## src/rtl/gfr_pkg.sv

```systemverilog
package gfr_pkg;

    localparam int ID_W   = 16;
    localparam int CELL_W = ID_W + 1;

    localparam logic KIND_LOAD    = 1'b0;
    localparam logic KIND_REQUEST = 1'b1;

    typedef enum logic [7:0] {
        ST_IDLE  = 8'b0000_0001,
        ST_SCAN  = 8'b0000_0010,
        ST_FIRST = 8'b0000_0100,
        ST_WRD   = 8'b0000_1000,
        ST_WCMP  = 8'b0001_0000,
        ST_HRD   = 8'b0010_0000,
        ST_HCMP  = 8'b0100_0000,
        ST_EMIT  = 8'b1000_0000
    } state_t;

    typedef struct packed {
        logic load;
        logic scan;
        logic take_id;
        logic wide_rd;
        logic wide_chk;
        logic tall_rd;
        logic tall_chk;
        logic emit;
    } cmd_t;

    typedef struct packed {
        logic hit;
        logic last_row;
        logic w_more;
        logic h_more;
        logic id_match;
        logic last_col;
        logic slot_free;
    } sts_t;

endpackage

```

## src/rtl/gfr_ctrl.sv

```systemverilog
module gfr_ctrl import gfr_pkg::*; (
    input  logic clk,
    input  logic rst_n,
    input  logic item_valid,
    input  logic kind,
    input  sts_t sts,
    output cmd_t cmd,
    output logic item_stall
);

    state_t state_reg, state_next;

    always_comb
    begin
        state_next = state_reg;
        cmd        = '0;
        unique case (state_reg)
            ST_IDLE:
            begin
                if (item_valid)
                begin
                    if (kind == KIND_REQUEST)
                    begin
                        state_next = ST_SCAN;
                    end
                    else
                    begin
                        cmd.load = 1'b1;
                    end
                end
            end
            ST_SCAN:
            begin
                cmd.scan = 1'b1;
                if (sts.hit)
                begin
                    state_next = ST_FIRST;
                end
                else if (sts.last_row)
                begin
                    state_next = ST_EMIT;
                end
            end
            ST_FIRST:
            begin
                cmd.take_id = 1'b1;
                state_next  = ST_WRD;
            end
            ST_WRD:
            begin
                cmd.wide_rd = 1'b1;
                state_next  = sts.w_more ? ST_WCMP : ST_HRD;
            end
            ST_WCMP:
            begin
                cmd.wide_chk = 1'b1;
                state_next   = sts.id_match ? ST_WRD : ST_HRD;
            end
            ST_HRD:
            begin
                cmd.tall_rd = 1'b1;
                state_next  = sts.h_more ? ST_HCMP : ST_EMIT;
            end
            ST_HCMP:
            begin
                cmd.tall_chk = 1'b1;
                state_next   = sts.id_match ? ST_HRD : ST_EMIT;
            end
            ST_EMIT:
            begin
                // hold until the output word is free
                if (sts.slot_free)
                begin
                    cmd.emit   = 1'b1;
                    state_next = ST_IDLE;
                end
            end
            default:
            begin
                state_next = ST_IDLE;
            end
        endcase
    end

    always_ff @(posedge clk or negedge rst_n)
    begin
        if (!rst_n)
        begin
            state_reg <= ST_IDLE;
        end
        else
        begin
            state_reg <= state_next;
        end
    end

    assign item_stall = (state_reg != ST_IDLE);

endmodule

```

## config.mk

```make
export PLATFORM = sky130hd
export DESIGN_NAME = gfr_ctrl
export DESIGN_NICKNAME = d
export VERILOG_FILES = /design/src/rtl/gfr_pkg.sv /design/src/rtl/gfr_ctrl.sv
export SDC_FILE = /design/constraint.sdc
export NUM_CORES = 1
export LEC_CHECK = 0
export BUFFER_PORTS_ARGS = -buffer_cell sky130_fd_sc_hd__buf_2
export CORE_AREA = 5 5 42 44
export DETAILED_ROUTE_END_ITERATION = 12
export DIE_AREA = 0 0 47 49
export GPL_ROUTABILITY_DRIVEN = 0
export PLACE_DENSITY = 0.77
export SKIP_LAST_GASP = 1
export SLEW_MARGIN = 40
export SYNTH_ARGS = -nofsm -noshare
export SYNTH_HDL_FRONTEND = slang
export SYNTH_SLANG_ARGS = --single-unit
```

## constraint.sdc

```tcl
create_clock -name clk -period 2.6 [get_ports clk]
set_input_delay 0.39 -clock clk [delete_from_list [all_inputs] [get_ports clk]]
set_output_delay 0.39 -clock clk [all_outputs]
set_load 0.03 [all_outputs]
```

==> impl_metrics.prom, run 1 <==
# TYPE chip_impl_metric gauge
chip_impl_metric{name="clk-insertion-delay-late",unit="ns"} 0.26
chip_impl_info{name="run_status",value="completed"} 1
chip_impl_info{name="setup.worst_path.end_class",value="output pin"} 1
chip_impl_metric{name="drt-total-wl",unit="microns"} 1220
chip_impl_metric{name="synth.yosys.warnings",unit=""} 0
chip_impl_info{name="ys_top_cells_by_count",value="7 x dfrtp_1, 4 x inv_1, 4 x nor3_1"} 1
chip_impl_metric{name="synth_edf_count",unit=""} 0
chip_impl_metric{name="finalSetupViolCount",unit=""} 0
chip_impl_metric{name="max-vdd-ir-drop",unit="mV"} 0.4027
chip_impl_metric{name="grt_first_pass_wirelength",unit="microns"} 2104
chip_impl_metric{name="final_hold_vios",unit=""} 0
chip_impl_metric{name="multi_input_comb_area",unit="sq um"} 340.3
chip_impl_metric{name="power.density",unit="nW/um^2"} 694.7
chip_impl_metric{name="hpwlAfterDp",unit="microns"} 1010
chip_impl_metric{name="wl_per_cell",unit="microns"} 13.12
chip_impl_metric{name="die_h",unit="microns"} 49
chip_impl_metric{name="first_iter_violations",unit=""} 5
chip_impl_metric{name="drt_drc_violations_left",unit=""} 0
chip_impl_metric{name="worst_slew_pin_slew",unit="ns"} 0.4774
chip_impl_metric{name="post_synth_num_cell_types",unit=""} 35
chip_impl_metric{name="clock_path_buffers",unit=""} 2
chip_impl_metric{name="row_count",unit=""} 14
chip_impl_metric{name="initial_utilization",unit="%"} 41.16
chip_impl_metric{name="drt_pass1_iterations",unit=""} 4
chip_impl_metric{name="fmax",unit="MHz"} 418.5
chip_impl_metric{name="seqCellArea",unit="sq um"} 201.4
chip_impl_info{name="dominantRegCellSynth",value="dfrtp_1"} 1
chip_impl_metric{name="synth_nets",unit=""} 67
chip_impl_info{name="post-synth-top-count-cell",value="dfrtp_1"} 1
chip_impl_metric{name="layout-drive-gt1-share",unit="%"} 42.86
chip_impl_metric{name="number_of_antenna_violations_at_the_first_check_in_global_routing",unit=""} 0
chip_impl_metric{name="synth_top_area_share",unit="%"} 30.37
chip_impl_metric{name="finalCritPeriodShare",unit="%"} 91.90
chip_impl_metric{name="area_delta_synth_final",unit="%"} 21.91
chip_impl_metric{name="vias",unit=""} 512
chip_impl_info{name="critPathCapture",value="cmd[5]"} 1
chip_impl_metric{name="worstPathRequired",unit="ns"} 2.21
chip_impl_metric{name="critPathArrivalTime",unit="ns"} 2.00
chip_impl_metric{name="postCtsSetupRepairBufs",unit=""} 0
chip_impl_metric{name="crit_fanout",unit=""} 8
chip_impl_info{name="critical_path.startpoint",value="state_reg[5]"} 1
chip_impl_metric{name="synth_seq_area_share",unit="%"} 34.92
chip_impl_metric{name="regToRegSetupSlack",unit="ns"} 0.84
chip_impl_metric{name="antenna_cells_inserted",unit=""} 0
chip_impl_info{name="tritoncts_clock_tree",value="built"} 1
chip_impl_metric{name="path_clk_slew",unit="ns"} 0.06
chip_impl_metric{name="overall_fraction_of_global_route_tracks_in_use",unit="%"} 12.56
chip_impl_metric{name="global_route.overflow_total",unit=""} 0
chip_impl_metric{name="pins_over_slew_limit",unit=""} 0
chip_impl_metric{name="clock-skew-final",unit="ns"} 0.003239
chip_impl_metric{name="post_drt_via_cell_ratio",unit=""} 5.505
chip_impl_metric{name="finalSetupTns",unit="ns"} 0
chip_impl_metric{name="r2r.worst_path.cells",unit=""} 4
chip_impl_metric{name="fillers",unit=""} 136
chip_impl_info{name="clock_tree.root_cell",value="clkbuf_4"} 1
chip_impl_metric{name="min_path_cells",unit=""} 2
chip_impl_metric{name="grt_max_degree",unit=""} 9
chip_impl_info{name="min_path_type",value="in2reg"} 1
chip_impl_metric{name="cap_viol_max_count",unit=""} 0
chip_impl_info{name="worstReg2RegStart",value="state_reg[5]"} 1
chip_impl_info{name="yosys.area.top_type",value="dfrtp_1"} 1
chip_impl_metric{name="fin_nets",unit=""} 89
chip_impl_info{name="rsz_0062_raised_after_global_routing",value="false"} 1
chip_impl_metric{name="post_route_minimum_period",unit="ns"} 2.389
chip_impl_metric{name="postSynthCellCount",unit=""} 56
chip_impl_metric{name="tritoncts.num_buffers",unit=""} 3
chip_impl_metric{name="die_w",unit="microns"} 47
chip_impl_metric{name="synthesized_area",unit="sq um"} 576.8
chip_impl_metric{name="max-slew-margin-rel",unit="%"} 67.72
chip_impl_info{name="synth.top_cells.by_area",value="dfrtp_1 30%, nor4b_2 5.2%, dfstp_2 4.6%"} 1
chip_impl_metric{name="dieArea",unit="sq um"} 2303
chip_impl_metric{name="design.core.area",unit="sq um"} 1401
chip_impl_metric{name="drtAntennaViolNets",unit=""} 0
chip_impl_metric{name="yosys_register_bits",unit=""} 8
chip_impl_metric{name="whs",unit="ns"} 0.3195
chip_impl_metric{name="htree_num_levels",unit=""} 1
chip_impl_metric{name="pin_count",unit=""} 20
chip_impl_info{name="crit-reg2reg-capture",value="state_reg[7]"} 1
chip_impl_metric{name="async_reset_ff_share",unit="%"} 100.0
chip_impl_metric{name="vias_in_the_first_global_route",unit=""} 502
chip_impl_metric{name="numClockSinks",unit=""} 8
chip_impl_info{name="worstHoldStart",value="sts[4]"} 1
chip_impl_metric{name="io_buffer_count",unit=""} 18
chip_impl_metric{name="power.static_leakage",unit="nW"} 0.3540
chip_impl_info{name="critPathLaunchType",value="flop"} 1
chip_impl_info{name="critical_path_class",value="reg2out"} 1
chip_impl_metric{name="largest_register_ffs",unit=""} 8
chip_impl_metric{name="synthesis.area_per_instance",unit="sq um"} 10.30
==> logic make-up after synthesis <==
group	synth area share, %
AND/OR/NAND/NOR	41.87
AO/OA/AOI/OAI	13.89
flip-flops	34.93
buffers and inverters	6.071
XOR/XNOR	1.519
multiplexers	1.735
==> layer usage <==
layer	vias to the layer above	GRT usage (%)	share of wire (%)
met5	-	0	0
met3	2	2.214	4.8
met1	236	13.51	39
met2	19	21.72	54
met4	0	6.912	2.2
li1	255	-	-
==> metrics by stage <==
step	std cells	area [sq um]	util (%)	total power [mW]	setup slack, ns
CTS	93	703.2	50.18	0.4920	0.2036
global placement	88	666.9	47.59	0.3812	0.5009
global route	93	703.2	50.18	0.5254	0.03156
detailed placement	88	666.9	47.59	0.3852	0.4848
finish	93	703.2	50.18	0.4885	0.2106
floorplan	56	576.8	-	0.3353	0.5338
==> what timing repair did <==
item                                   in CTS  in global routing
endpoints found under the hold margin       7                  0
hold buffers                                1                  0
resized for setup                           0                  0
==> worst min path at each step <==
stage | end
after floorplan | state_reg[1]
after global placement | state_reg[3]
after detailed placement | state_reg[3]
after CTS | state_reg[5]
after global routing | state_reg[5]
final | state_reg[5]
==> report_power, final <==
group,internal [mW],switching [mW]
combinational,0.0947,0.118
clock,0.0589,0.0460
sequential,0.145,0.0264
==> placed cells by master (no fill, tap or decap), types with 2 or more instances in the layout <==
cell type / Yosys / layout
dfrtp_1: 7 / 7
and4b_1: 2 / 2
nor4b_2: 2 / 2
nor3_1: 4 / 4
nor2_1: 3 / 3
and2_1: 2 / 2
buf_2: 1 / 18
inv_1: 4 / 4
clkbuf_4: 0 / 3
nor4b_1: 2 / 2
nand2_1: 3 / 3
nand2b_1: 2 / 2
==> cell type report <==
type | count | area share, %
clock buffers | 4 | 3.737
inverters | 4 | 2.135
multi-input cells | 42 | 48.40
flip-flops and latches | 8 | 28.65
well taps | 16 | 2.847
repair buffers | 19 | 14.23
==> worst max-delay path, cell delays in order, from the launching register on <==
cell	delay, ns
dfrtp_1	0.48
or4_4	0.53
or3_4	0.38
nor2_2	0.14
buf_2	0.21
Note: power is estimated with default switching activity, not from simulation.
==> run 2: changes to the inputs <==
- PLACE_DENSITY: 0.77 -> 0.71
==> run 2 against run 1 <==
Sequential share of layout area unchanged. Clock skew increased by 0.0066 ns. Via count increased by 0.78%. Final area unchanged. Wire length increased by 2.8%. Sequential power about the same. Highest routed layer unchanged.
==> impl_metrics.prom, run 2 (synthesis results as in run 1) <==
# TYPE chip_impl_metric gauge
chip_impl_metric{name="power.switching_fraction",unit="%"} 39.05
chip_impl_metric{name="die_w",unit="microns"} 47
chip_impl_metric{name="finalSetupTns",unit="ns"} 0
chip_impl_metric{name="place.detailed.instances",unit=""} 88
chip_impl_metric{name="whs",unit="ns"} 0.3174
chip_impl_metric{name="critPathArrivalTime",unit="ns"} 2.01
chip_impl_metric{name="drt_drc_violations_left",unit=""} 0
chip_impl_metric{name="clockPowerShare",unit="%"} 21.8
chip_impl_info{name="run_status",value="completed"} 1
chip_impl_info{name="critPathSlowestCell",value="or4_4"} 1
chip_impl_metric{name="overall_fraction_of_global_route_tracks_in_use",unit="%"} 12.68
chip_impl_metric{name="fin_nets",unit=""} 89
chip_impl_metric{name="die_h",unit="microns"} 49
chip_impl_metric{name="drt-total-wl",unit="microns"} 1254
chip_impl_metric{name="regToRegSetupSlack",unit="ns"} 0.83
chip_impl_metric{name="internal_power",unit="mW"} 0.2985
chip_impl_metric{name="clock_path_buffers",unit=""} 2
chip_impl_metric{name="clock-skew-final",unit="ns"} 0.009867
chip_impl_metric{name="max-slew-margin-rel",unit="%"} 67.09
chip_impl_info{name="critPathLaunchType",value="flop"} 1
chip_impl_info{name="worstReg2RegStart",value="state_reg[5]"} 1
chip_impl_metric{name="path_clk_slew",unit="ns"} 0.06
chip_impl_metric{name="switching_power",unit="mW"} 0.1912
chip_impl_metric{name="pins_over_slew_limit",unit=""} 0
chip_impl_metric{name="largest_register_ffs",unit=""} 8
chip_impl_metric{name="post_drt_via_cell_ratio",unit=""} 5.548
chip_impl_metric{name="crit_fanout",unit=""} 8
chip_impl_info{name="tritoncts_clock_tree",value="built"} 1
chip_impl_metric{name="clk-insertion-delay-late",unit="ns"} 0.26
chip_impl_metric{name="fmax",unit="MHz"} 416.0
chip_impl_metric{name="row_count",unit=""} 14
chip_impl_metric{name="drt_pass1_iterations",unit=""} 4
chip_impl_metric{name="global_route.overflow_total",unit=""} 0
chip_impl_metric{name="tritoncts.num_buffers",unit=""} 3
chip_impl_info{name="setup.worst_path.end_class",value="output pin"} 1
chip_impl_metric{name="first_iter_violations",unit=""} 11
chip_impl_metric{name="finalSetupViolCount",unit=""} 0
chip_impl_metric{name="htree_num_levels",unit=""} 1
chip_impl_metric{name="wl_per_cell",unit="microns"} 13.48
chip_impl_metric{name="dpl_cell_area",unit="sq um"} 666.9
chip_impl_info{name="critical_path.startpoint",value="state_reg[5]"} 1
chip_impl_info{name="rsz_0062_raised_after_global_routing",value="false"} 1
chip_impl_info{name="min_path_type",value="in2reg"} 1
chip_impl_info{name="ordered_cell_list_for_the_critical_path",value="or4_4, or3_4, nor2_2, buf_2"} 1
chip_impl_metric{name="worst_slew_pin_slew",unit="ns"} 0.4868
chip_impl_metric{name="layout.cell_area.non_filler",unit="sq um"} 703.2
chip_impl_metric{name="comb_pwr_share",unit="%"} 43.2
chip_impl_metric{name="cap_viol_max_count",unit=""} 0
chip_impl_metric{name="worstPathRequired",unit="ns"} 2.21
chip_impl_metric{name="dieArea",unit="sq um"} 2303
chip_impl_metric{name="post_route_minimum_period",unit="ns"} 2.404
chip_impl_metric{name="vias",unit=""} 516
chip_impl_metric{name="grt_first_pass_wirelength",unit="microns"} 2180
chip_impl_info{name="clock_tree.root_cell",value="clkbuf_4"} 1
chip_impl_metric{name="number_of_antenna_violations_at_the_first_check_in_global_routing",unit=""} 0
chip_impl_metric{name="finalCritPeriodShare",unit="%"} 92.46
chip_impl_metric{name="final-instance-count-excl-fill",unit=""} 93
chip_impl_metric{name="antenna_cells_inserted",unit=""} 0
chip_impl_metric{name="design_power_total",unit="mW"} 0.4897
chip_impl_metric{name="hpwlAfterDp",unit="microns"} 1005
chip_impl_metric{name="final_hold_vios",unit=""} 0
chip_impl_metric{name="power.static_leakage",unit="nW"} 0.3540
chip_impl_info{name="worstHoldStart",value="sts[4]"} 1
chip_impl_info{name="layout_common_cells",value="18 x buf_2, 7 x dfrtp_1, 4 x inv_1, 4 x nor3_1"} 1
chip_impl_metric{name="cpPeakStageDelay",unit="ns"} 0.54
chip_impl_metric{name="pin_count",unit=""} 20
chip_impl_metric{name="drtAntennaViolNets",unit=""} 0
chip_impl_info{name="critical_path_class",value="reg2out"} 1
chip_impl_metric{name="grt_max_degree",unit=""} 9
chip_impl_metric{name="area_delta_synth_final",unit="%"} 21.91
chip_impl_metric{name="layout.core_utilization",unit="%"} 50.18
chip_impl_metric{name="vias_in_the_first_global_route",unit=""} 527
chip_impl_metric{name="numClockSinks",unit=""} 8
chip_impl_metric{name="final.setup.worst_slack",unit="ns"} 0.1960
chip_impl_metric{name="max-vdd-ir-drop",unit="mV"} 0.2912
chip_impl_metric{name="post-place-ws",unit="ns"} 0.4810
chip_impl_metric{name="design.core.area",unit="sq um"} 1401
chip_impl_metric{name="post_cts_resized",unit=""} 0
chip_impl_metric{name="seqPwrFrac",unit="%"} 35.0
chip_impl_metric{name="layout-drive-gt1-share",unit="%"} 42.86
chip_impl_metric{name="io_buffer_count",unit=""} 18
chip_impl_metric{name="power.density",unit="nW/um^2"} 696.4
chip_impl_metric{name="initial_utilization",unit="%"} 41.16
chip_impl_info{name="mostFrequentLayoutCell",value="buf_2"} 1
[run 2: layout make-up]
| type | count | area (sq um) |
|---|---|---|
| clock buffers | 4 | 26.28 |
| well taps | 16 | 20.02 |
| fillers | 144 | 698.2 |
| multi-input cells | 42 | 340.3 |
| flip-flops and latches | 8 | 201.4 |
| inverters | 4 | 15.01 |
| repair buffers | 19 | 100.1 |
[run 2: power by group through the flow]
stage | Sequential [mW] | Clock [mW] | Combinational, mW
after floorplan | 0.167 | 0 | 0.168
after global placement | 0.172 | 0 | 0.210
after detailed placement | 0.174 | 0 | 0.211
after CTS | 0.172 | 0.107 | 0.213
after global routing | 0.176 | 0.115 | 0.233
final | 0.171 | 0.107 | 0.211
[run 2: per-layer routing]
metal / up-vias / wire (microns) / global-route usage (%) / share of wire (%)
met5: - / 0 / 0 / 0
met4: 0 / 21 / 5.530 / 1.7
met3: 5 / 78 / 2.583 / 6.2
met2: 18 / 613 / 18.78 / 49
met1: 242 / 541 / 17.23 / 43
li1: 251 / - / - / -
[run 2: worst paths after layout]
check | endpoint | depth (start not counted)
max in group asynchronous | state_reg[0] | 2
min in group asynchronous | state_reg[6] | 2
worst max register to register | state_reg[0] | 5
worst min register to register | state_reg[5] | 2
worst min-delay path | state_reg[5] | 2
worst max-delay path | cmd[5] | 4
[run 2: critical path, delay by kind of cell, from the launching register on]
kind          cells  cell delay, ns
buf+inv           1            0.21
flops             1            0.49
simple gates      3            1.06
[run 2: what timing repair did]
| item | CTS | global route |
|---|---|---|
| hold buffers | 1 | 0 |
| endpoints found under the hold margin | 7 | 0 |
| setup buffers | 0 | 0 |
